==> src/design/rsort_pkg.sv <==
// ---------------------------------------------------------------------------
// rsort_pkg
// Shared types, sizes and helpers for the record sort-by-score-sum block.
// ---------------------------------------------------------------------------
`default_nettype none

package rsort_pkg;

  localparam int MAX_RECORDS = 16;
  localparam int IDX_W       = $clog2(MAX_RECORDS);
  localparam int CNT_W       = $clog2(MAX_RECORDS + 1);
  localparam int SCORE_W     = 10;
  localparam int TAG_W       = 8;
  localparam int SUM_W       = 12;

  typedef struct packed {
    logic [TAG_W-1:0]   tag;
    logic [SCORE_W-1:0] s1;
    logic [SCORE_W-1:0] s2;
    logic [SCORE_W-1:0] s3;
  } rec_t;

  localparam int REC_W = $bits(rec_t);

  typedef struct packed {
    logic [TAG_W-1:0]   record_tag;
    logic [SCORE_W-1:0] score_first;
    logic [SCORE_W-1:0] score_second;
    logic [SCORE_W-1:0] score_third;
    logic               last_item;
  } in_item_t;

  typedef struct packed {
    logic [TAG_W-1:0]   out_tag;
    logic [SCORE_W-1:0] out_first;
    logic [SCORE_W-1:0] out_second;
    logic [SCORE_W-1:0] out_third;
    logic [SUM_W-1:0]   out_sum;
    logic               overflowed;
    logic               last_out;
  } out_item_t;

  // Sort key: sum of the three scores.
  function automatic logic [SUM_W-1:0] rec_sum(input rec_t r);
    logic [SUM_W-1:0] acc;
    acc = SUM_W'(r.s1) + SUM_W'(r.s2) + SUM_W'(r.s3);
    return acc;
  endfunction

endpackage

`default_nettype wire

==> src/design/rsort_ram.sv <==
// ---------------------------------------------------------------------------
// rsort_ram
// Generic single-write, single-read RAM with registered read data.
// ---------------------------------------------------------------------------
`default_nettype none

module rsort_ram #(
  parameter int WIDTH = 8,
  parameter int DEPTH = 16
) (
  input  logic                     clk,
  input  logic                     wr_en,
  input  logic [$clog2(DEPTH)-1:0] wr_addr,
  input  logic [WIDTH-1:0]         wr_data,
  input  logic [$clog2(DEPTH)-1:0] rd_addr,
  output logic [WIDTH-1:0]         rd_data
);

  logic [WIDTH-1:0] mem [DEPTH];
  logic [WIDTH-1:0] rd_data_r;

  always_ff @(posedge clk) begin
    if (wr_en) begin
      mem[wr_addr] <= wr_data;
    end
    rd_data_r <= mem[rd_addr];
  end

  assign rd_data = rd_data_r;

endmodule

`default_nettype wire

==> src/design/record_sort_by_score_sum_core.sv <==
// ---------------------------------------------------------------------------
// record_sort_by_score_sum_core
// Loads a set of records, selection-sorts them by descending score sum and
// streams them out in sorted order.
// ---------------------------------------------------------------------------
// Records are taken one per cycle into a 16-entry RAM until a request marked
// last arrives; records beyond the capacity are dropped and every result of
// that set carries the overflow flag. The block then stalls its input while
// a sequencer sorts the set with one adder/comparator and one RAM read port:
// for each position i it reads and captures that record, scans the
// remaining records for the largest sum, drains the scan and then writes
// the two swapped records. Each result then goes through a RAM read, an
// output load and a handoff that waits while the output is stalled; the
// input stays stalled until the last result of the set is handed off.
// Ties keep the first-found record, as a strict-compare selection sort does.
// ---------------------------------------------------------------------------
`default_nettype none

module record_sort_by_score_sum_core
  import rsort_pkg::*;
(
  input  logic      clk,
  input  logic      rst_n,
  input  logic      in_valid,
  output logic      in_stall,
  input  in_item_t  in_data,
  output logic      out_valid,
  input  logic      out_stall,
  output out_item_t out_data
);

  typedef enum logic [8:0] {
    S_LOAD  = 9'b000000001,
    S_RDI   = 9'b000000010,
    S_GETI  = 9'b000000100,
    S_SCAN  = 9'b000001000,
    S_SWAP1 = 9'b000010000,
    S_SWAP2 = 9'b000100000,
    S_EMRD  = 9'b001000000,
    S_EMLD  = 9'b010000000,
    S_EMWT  = 9'b100000000
  } state_t;

  state_t           state_r, state_nxt;
  logic [CNT_W-1:0] count_r, count_nxt;
  logic             ovf_r, ovf_nxt;
  logic [CNT_W-1:0] i_r, i_nxt;
  logic [CNT_W-1:0] j_r, j_nxt;
  logic [CNT_W-1:0] k_r, k_nxt;
  logic             cmp_vld_r, cmp_vld_nxt;
  logic [IDX_W-1:0] cmp_idx_r, cmp_idx_nxt;
  logic [IDX_W-1:0] best_idx_r, best_idx_nxt;
  logic [SUM_W-1:0] best_sum_r, best_sum_nxt;
  rec_t             best_rec_r, best_rec_nxt;
  rec_t             rec_i_r, rec_i_nxt;
  logic             out_valid_r, out_valid_nxt;
  out_item_t        out_r, out_nxt;

  logic             in_acc;
  logic             wr_en;
  logic [IDX_W-1:0] wr_addr;
  rec_t             wr_rec;
  logic [IDX_W-1:0] rd_addr;
  logic [REC_W-1:0] rd_data;
  rec_t             rd_rec;
  logic [SUM_W-1:0] rd_sum;
  rec_t             in_rec;
  logic             issue;

  rsort_ram #(
    .WIDTH (REC_W),
    .DEPTH (MAX_RECORDS)
  ) u_store (
    .clk     (clk),
    .wr_en   (wr_en),
    .wr_addr (wr_addr),
    .wr_data (REC_W'(wr_rec)),
    .rd_addr (rd_addr),
    .rd_data (rd_data)
  );

  assign rd_rec   = rec_t'(rd_data);
  assign rd_sum   = rec_sum(rd_rec);
  assign in_stall = (state_r != S_LOAD);
  assign in_acc   = in_valid && !in_stall;
  assign issue    = (j_r < count_r);

  always_comb begin
    in_rec.tag = in_data.record_tag;
    in_rec.s1  = in_data.score_first;
    in_rec.s2  = in_data.score_second;
    in_rec.s3  = in_data.score_third;
  end

  always_comb begin
    state_nxt     = state_r;
    count_nxt     = count_r;
    ovf_nxt       = ovf_r;
    i_nxt         = i_r;
    j_nxt         = j_r;
    k_nxt         = k_r;
    cmp_vld_nxt   = cmp_vld_r;
    cmp_idx_nxt   = cmp_idx_r;
    best_idx_nxt  = best_idx_r;
    best_sum_nxt  = best_sum_r;
    best_rec_nxt  = best_rec_r;
    rec_i_nxt     = rec_i_r;
    out_valid_nxt = out_valid_r;
    out_nxt       = out_r;
    wr_en         = 1'b0;
    wr_addr       = count_r[IDX_W-1:0];
    wr_rec        = in_rec;
    rd_addr       = i_r[IDX_W-1:0];

    case (state_r)
      S_LOAD: begin
        if (in_acc) begin
          if (count_r < CNT_W'(MAX_RECORDS)) begin
            wr_en     = 1'b1;
            count_nxt = count_r + CNT_W'(1);
          end else begin
            ovf_nxt = 1'b1;
          end
          if (in_data.last_item) begin
            i_nxt = '0;
            k_nxt = '0;
            if (count_nxt >= CNT_W'(2)) begin
              state_nxt = S_RDI;
            end else begin
              state_nxt = S_EMRD;
            end
          end
        end
      end
      S_RDI: begin
        rd_addr   = i_r[IDX_W-1:0];
        state_nxt = S_GETI;
      end
      S_GETI: begin
        rec_i_nxt    = rd_rec;
        best_rec_nxt = rd_rec;
        best_sum_nxt = rd_sum;
        best_idx_nxt = i_r[IDX_W-1:0];
        j_nxt        = i_r + CNT_W'(1);
        cmp_vld_nxt  = 1'b0;
        state_nxt    = S_SCAN;
      end
      S_SCAN: begin
        // issue one read per cycle, compare the data that returns in the next cycle
        rd_addr = j_r[IDX_W-1:0];
        if (cmp_vld_r && (rd_sum > best_sum_r)) begin
          best_rec_nxt = rd_rec;
          best_sum_nxt = rd_sum;
          best_idx_nxt = cmp_idx_r;
        end
        cmp_vld_nxt = issue;
        cmp_idx_nxt = j_r[IDX_W-1:0];
        if (issue) begin
          j_nxt = j_r + CNT_W'(1);
        end else begin
          state_nxt = S_SWAP1;
        end
      end
      S_SWAP1: begin
        wr_en     = 1'b1;
        wr_addr   = i_r[IDX_W-1:0];
        wr_rec    = best_rec_r;
        state_nxt = S_SWAP2;
      end
      S_SWAP2: begin
        wr_en   = 1'b1;
        wr_addr = best_idx_r;
        wr_rec  = rec_i_r;
        i_nxt   = i_r + CNT_W'(1);
        if ((i_nxt + CNT_W'(1)) < count_r) begin
          state_nxt = S_RDI;
        end else begin
          state_nxt = S_EMRD;
        end
      end
      S_EMRD: begin
        rd_addr   = k_r[IDX_W-1:0];
        state_nxt = S_EMLD;
      end
      S_EMLD: begin
        out_nxt.out_tag    = rd_rec.tag;
        out_nxt.out_first  = rd_rec.s1;
        out_nxt.out_second = rd_rec.s2;
        out_nxt.out_third  = rd_rec.s3;
        out_nxt.out_sum    = rd_sum;
        out_nxt.overflowed = ovf_r;
        out_nxt.last_out   = ((k_r + CNT_W'(1)) == count_r);
        out_valid_nxt      = 1'b1;
        state_nxt          = S_EMWT;
      end
      S_EMWT: begin
        if (!out_stall) begin
          out_valid_nxt = 1'b0;
          if (out_r.last_out) begin
            // drop the set and start loading the next one
            count_nxt = '0;
            ovf_nxt   = 1'b0;
            state_nxt = S_LOAD;
          end else begin
            k_nxt     = k_r + CNT_W'(1);
            state_nxt = S_EMRD;
          end
        end
      end
      default: begin
        state_nxt = S_LOAD;
      end
    endcase
  end

  always_ff @(posedge clk) begin
    if (!rst_n) begin
      state_r     <= S_LOAD;
      count_r     <= '0;
      ovf_r       <= 1'b0;
      i_r         <= '0;
      j_r         <= '0;
      k_r         <= '0;
      cmp_vld_r   <= 1'b0;
      out_valid_r <= 1'b0;
    end else begin
      state_r     <= state_nxt;
      count_r     <= count_nxt;
      ovf_r       <= ovf_nxt;
      i_r         <= i_nxt;
      j_r         <= j_nxt;
      k_r         <= k_nxt;
      cmp_vld_r   <= cmp_vld_nxt;
      out_valid_r <= out_valid_nxt;
    end
  end

  always_ff @(posedge clk) begin
    cmp_idx_r  <= cmp_idx_nxt;
    best_idx_r <= best_idx_nxt;
    best_sum_r <= best_sum_nxt;
    best_rec_r <= best_rec_nxt;
    rec_i_r    <= rec_i_nxt;
    out_r      <= out_nxt;
  end

  assign out_valid = out_valid_r;
  assign out_data  = out_r;

endmodule

`default_nettype wire

==> config.mk <==
export PLATFORM = sky130hd
export DESIGN_NAME = record_sort_by_score_sum_core
export DESIGN_NICKNAME = d
export VERILOG_FILES = /design/src/design/rsort_pkg.sv /design/src/design/rsort_ram.sv /design/src/design/record_sort_by_score_sum_core.sv
export SDC_FILE = /design/constraint.sdc
export NUM_CORES = 1
export LEC_CHECK = 0
export ABC_AREA = 1
export ABC_CLOCK_PERIOD_IN_PS = 5300
export BUFFER_PORTS_ARGS = -buffer_cell sky130_fd_sc_hd__buf_4
export CAP_MARGIN = 20
export CORE_MARGIN = 2
export CORE_UTILIZATION = 35
export CTS_CLUSTER_SIZE = 20
export DETAILED_ROUTE_END_ITERATION = 10
export PLACE_DENSITY = 0.56
export SETUP_SLACK_MARGIN = 0.15
export SYNTH_ARGS = -nofsm -noshare
export SYNTH_HDL_FRONTEND = slang
export SYNTH_SLANG_ARGS = --single-unit
==> constraint.sdc <==
create_clock -name clk -period 5.3 [get_ports clk]
set_clock_uncertainty 0.1 [all_clocks]
set_input_delay 0.53 -clock clk [delete_from_list [all_inputs] [get_ports clk]]
set_output_delay 0.53 -clock clk [all_outputs]
set_load 0.005 [all_outputs]
* Word level (Yosys, flattened, before mapping)
Memories as Yosys holds them, arrays and structs flattened. A register that Yosys moved wholly into a read port is not among the register bits.
Index checks and enable logic that the tools add are counted.
W data, S select, Z words.
** Cells by class
- Mux-type cells :: 45
- Order comparisons :: 5
- Equality and inequality tests :: 20
- $add $sub $neg :: 7
- Reductions and logical operators :: 16
** Operators by type and width (count)
- $pmux W38 S2 :: 2
- $pmux W9 S9 :: 1
- $mux W5 :: 11
- $pmux W5 S2 :: 4
- $mux W38 :: 1
- $mux W9 :: 4
- $add A5 B1 Y5 const B :: 5
- $pmux W12 S2 :: 1
- $pmux W4 S2 :: 3
- $mux W7 :: 3
- $ne A2 B2 Y1 const B :: 9
- $add A11 B10 Y12 :: 1
- $gt A12 B12 Y1 :: 1
- $mux W12 :: 1
- $add A10 B10 Y11 :: 1
- $lt A5 B5 Y1 :: 2
- $reduce_and A5 Y1 :: 2
- $eq A9 B1 Y1 const B :: 1
- $eq A9 B2 Y1 const B :: 1
- $eq A9 B3 Y1 const B :: 1
- $eq A9 B4 Y1 const B :: 1
- $eq A9 B5 Y1 const B :: 1
- $eq A9 B6 Y1 const B :: 1
- $eq A9 B7 Y1 const B :: 1
- other kinds (16) :: 34
** Word-level totals
- Bits in registers :: 180
- RAM bits :: 608
- Logic and storage cells :: 120
- Output and inout port bits :: 54
- Memories kept :: 1
** Memory list
- u_store.mem :: words 16, width 38, read ports 1, clocked after memory_dff 1, wr ports 1, RTL line rsort_ram.sv:19 : logic [WIDTH-1:0] mem [DEPTH];

* Logic depth before layout (Yosys ltp)
- Depth in word-level cells :: 10
- Depth in mapped cells :: 20
- Mapped depth without buffers :: 20

* Hierarchy
Synthesis repeated with hierarchy kept, for this count alone.
** Unflattened totals
- Cell total of the unflattened synthesis :: 3269
- Area, all modules :: 35250.1 µm²
** By module, submodules not included
- rsort_ram :: area each 26927.1 µm², times used 1, seq. area each 19018.2 µm², cells an instance 2512
- record_sort_by_score_sum_core :: area each 8323.0 µm², times used 1, seq. area each 5084.9 µm², cells an instance 757

* Least setup slack after synthesis
Ideal clock, no wire load.
- Path kind :: flip-flop to flip-flop
- Start :: reg state_r[4]
- End :: reg best_idx_r[0] (enable)
- Buffers on the path :: 0
- Period minus slack after synthesis :: 5536 ps
- Arrival time :: 5024 ps
- Setup slack :: -236 ps
- Cell stages (with the launch flop) :: 8
- Cells stage by stage :: dfxtp_1 nor2_1 nand2_2 nor2_4 inv_1 nor3_1 inv_1 nand2_1
** Between the ends
- Longest elaborated chain between the ends :: 3
- Elaborated cells between the ends (all ways) :: 5
- Those cells by class :: 3 x eq/ne; 2 x reduce/logical
** RTL lines
- from (decl) :: RTL line record_sort_by_score_sum_core.sv:44 : state_t state_r, state_nxt;
- from (signal assigned) :: RTL line record_sort_by_score_sum_core.sv:227 : state_r <= state_nxt;
- $eq A9 B4 Y1 / $eq A9 B3 Y1 (equally long branches) :: RTL line record_sort_by_score_sum_core.sv:115 : case (state_r)
- $ne A2 B2 Y1 (no line) / $reduce_bool A2 Y1 (equally long branches)
- $reduce_and A2 Y1 (no line) (*)
- to (signal assigned) :: RTL line record_sort_by_score_sum_core.sv:240 : best_idx_r <= best_idx_nxt;
- to (decl) :: RTL line record_sort_by_score_sum_core.sv:52 : logic [IDX_W-1:0] best_idx_r, best_idx_nxt;
Every way passes the cells marked *; elsewhere a longest branch is shown, timed or not.
A chain may end at the register's enable or synchronous reset.

* Worst setup path in the final report
- Start :: reg u_store.rd_data_r[0] (netlist: u_store.rd_data[0]), read port of u_store.mem
- End :: reg best_rec_r[21] (netlist name) (enable)
** Between the ends
- Longest elaborated chain between the ends :: 5
** RTL lines
- from (decl) :: RTL line rsort_ram.sv:20 : logic [WIDTH-1:0] rd_data_r;
- $add A11 B10 Y12 :: RTL line rsort_pkg.sv:46 : acc = SUM_W'(r.s1) + SUM_W'(r.s2) + SUM_W'(r.s3);
- $gt A12 B12 Y1 :: RTL line record_sort_by_score_sum_core.sv:151 : if (cmp_vld_r && (rd_sum > best_sum_r)) begin
- $logic_and A1 B1 Y1 :: RTL line record_sort_by_score_sum_core.sv:151
- $ne A2 B2 Y1 (no line)
- $reduce_and A2 Y1 (no line)
- to (signal assigned) :: RTL line record_sort_by_score_sum_core.sv:242 : best_rec_r <= best_rec_nxt;
- to (decl) :: RTL line record_sort_by_score_sum_core.sv:54 : rec_t best_rec_r, best_rec_nxt;
Every way passes these cells.

==> impl_metrics.toml <==
[yosys]
synth_edf_count = 756
syn_nets = 3362
synth_seq_area_share_pct = 67.2
synthesis.instances = 3274
ys_ff_latch = 826
synth.avg_cell_area_um2 = 11.0
ys_types = 44
ys.flop_type = "edfxtp_1"
netlist_area_mm2 = 0.0359
yosys_warnings = 0
postSynth.asyncResetShare_pct = 0

[power]
totalPowerFinal_mw = 22.5
power.leakage_nw = 16.2
power_frac_clock_pct = 28.2
peakVddDrop_uv = 327
power.share.combinational_pct = 34.7
p_seq_share_pct = 37.1
p_int_mw = 14.1
netSwitchingFraction_pct = 37.1
switchingPower_mw = 8.33
power_density_mw_per_mm2 = 547

[layout]
layout.cells.most_common = "nand3_1"
final_cell_mix = "nand3_1 (757), edfxtp_1 (756), nand2_1 (612)"
antenna_cells = 0
area_growth_pct = 14.6
nets = 3424
finish.instance_area_mm2 = 0.0411
final_core_util_pct = 40.4
drive_above_1_share_pct = 9.53

[worst_hold_path]
whs_path_depth = 2
hold_start = "rst_n"
hp-class = "in2reg"
holdPathEnd = "state_r[0]"

[sta]
worst_slew_pin_slew_ns = 1.04
final-hold-violation-count = 0
setup_violations = 0
max_freq_mhz = 228
setup_tns_ns = 0
period_needed_ns = 4.39
max-slew-margin-rel_pct = 30.5
layout_worst_path_cycle_share_pct = 82.8
hold_slack_ns = 0.0782
slew_viol_final = 0
rsz0062_at_grt = "false"

[critical_path]
r2r-end = "best_rec_r[21]"
crit_required_ns = 5.55
crit_path_start_kind = "register"
rr_worst_depth = 17
r2r_setup_slack_ns = 0.91
crit_type = "reg2reg"
end_kind = "register"
r2r_start = "u_store.rd_data[0]"
worst-endpoint-arrival_ns = 4.64
crit_fanout = 20

[clocking]
cts_setup_buffers = 0
cts-resized-gates = 0
cts_hold_buf = 0
path_clk_slew_ns = 0.06
numClockSinks = 826
clock_latency_ns = 0.67
root_buffer = "clkbuf_16"
cts_tree = "done"
cts_made_buffers = 90
cts_buffer_depth = 3
htree_levels = 3

[floorplanning]
die_y_um = 324
ios = 97
design.die.area_mm2 = 0.105
rows = 117
core_mm2 = 0.102
start_util_pct = 35.2
die_x_um = 324

[placement]
gp_congestion = 0.843
dpl_cell_area_mm2 = 0.0381
hpwl_mm = 56.4
port-buffer-count = 96

[global_route]
grt_pass1_wl_mm = 149
grt_max_degree = 150
antenna_found_initial = 1
grt_usage_pct = 19.1
grt_pass1_vias = 23000
grt-ovfl-total = 0

[detailed_routing]
via_per_inst = 5.00
drt_first_pass_iters = 5
ant_nets = 0
route.vias.total = 23900
drt-total-wl_mm = 100
drc_errors = 0
wire_per_inst_um = 20.9
drt_iter0_markers = 2068

[run_status]
status = "finished, final reports clean"

[job]
maxCapViolCount = 0
worst max-delay path by stage:
stage	start	endpoint	slack, ns	depth (start not counted)
detailed placement	u_store.rd_data[0]	best_idx_r[1]	0.87	17
finish	u_store.rd_data[0]	best_rec_r[21]	0.91	17
global route	u_store.rd_data[0]	best_rec_r[5]	0.46	17
global placement	u_store.rd_data[0]	best_rec_r[9]	0.87	17
floorplan	u_store.rd_data[1]	best_idx_r[0]	0.73	16
CTS	u_store.rd_data[0]	best_idx_r[1]	0.86	17
metal layers:
metal | global-route usage [%] | routed length, um | vias to the layer above | part of all wire (%)
li1 | - | - | 11200 | -
met1 | 26.4 | 44600 | 11800 | 45
met2 | 31.2 | 47500 | 723 | 47
met3 | 2.73 | 5760 | 139 | 5.8
met4 | 5.21 | 2250 | 0 | 2.2
met5 | 0 | 0 | - | 0
Yosys cell counts, types with 19 or more instances:
| cell type | n | area, um^2 |
|---|---|---|
| a21oi_1 | 39 | 195 |
| buf_2 | 113 | 566 |
| clkbuf_1 | 40 | 150 |
| dfxtp_1 | 70 | 1400 |
| edfxtp_1 | 756 | 22700 |
| ha_1 | 34 | 425 |
| inv_1 | 503 | 1890 |
| nand2_1 | 613 | 2300 |
| nand3_1 | 757 | 3790 |
| nand3b_1 | 116 | 871 |
| nor2_1 | 71 | 267 |
| o21ai_0 | 25 | 125 |
| xor2_1 | 19 | 166 |
logic make-up (layout without fill, tap and decap cells):
group | count (synthesis) | after routing | synth area share [%]
XOR/XNOR | 26 | 26 | 0.635
adder cells (fa/ha/maj) | 45 | 45 | 1.80
AND/OR/NAND/NOR | 1599 | 1599 | 21.1
flip-flops | 826 | 826 | 67.2
buffers and inverters | 685 | 822 | 7.77
AO/OA/AOI/OAI | 93 | 93 | 1.51
critical path, cell delays in order, from the launching register on:
cell and delay (ns):
dfxtp_1 0.44, fa_1 0.48, ha_1 0.28, fa_1 0.50
a21oi_1 0.23, nor2_1 0.06, o21ai_0 0.22, nand2_1 0.08
nand2_1 0.08, a21oi_1 0.10, ha_1 0.32, nand4_1 0.10
inv_1 0.09, nand3_1 0.08, o2111ai_1 0.10, o2111ai_1 0.20
nand2_4 0.31, buf_4 0.31
metrics by stage:
| stage | setup slack, ns | std cells |
|---|---|---|
| after global placement | 0.875 | 4612 |
| after CTS | 0.863 | 4779 |
| after detailed placement | 0.870 | 4612 |
| final | 0.909 | 4779 |
| after global routing | 0.465 | 4779 |
| after floorplan | 0.729 | 3274 |
registers in the layout, summed over array words and instances (netlist names):
signal and cells:
u_store.mem 608, out_data 52, best_rec_r 38, rec_i_r 38
u_store.rd_data 38, best_sum_r 12, state_r 9, count_r 5
i_r 5, j_r 5, k_r 5, best_idx_r 4
cmp_idx_r 4, cmp_vld_r 1, out_valid 1, ovf_r 1
cell type report:
cell class	count	area, um^2
flip-flops and latches	826	24100
repair buffers	144	1230
clock buffers	119	2430
fillers	9681	60600
clock inverters	48	548
inverters	511	1930
multi-input cells	1763	9150
well taps	1368	1710
power groups by stage:
stage | Sequential, mW | Combinational [mW] | Clock, mW
finish | 8.35 | 7.79 | 6.33
floorplan | 8.35 | 5.40 | 0
CTS | 8.35 | 7.82 | 6.44
detailed placement | 8.49 | 7.79 | 0
global route | 8.41 | 8.72 | 6.69
global placement | 8.46 | 7.72 | 0
Power figures use the tool's default switching activity.
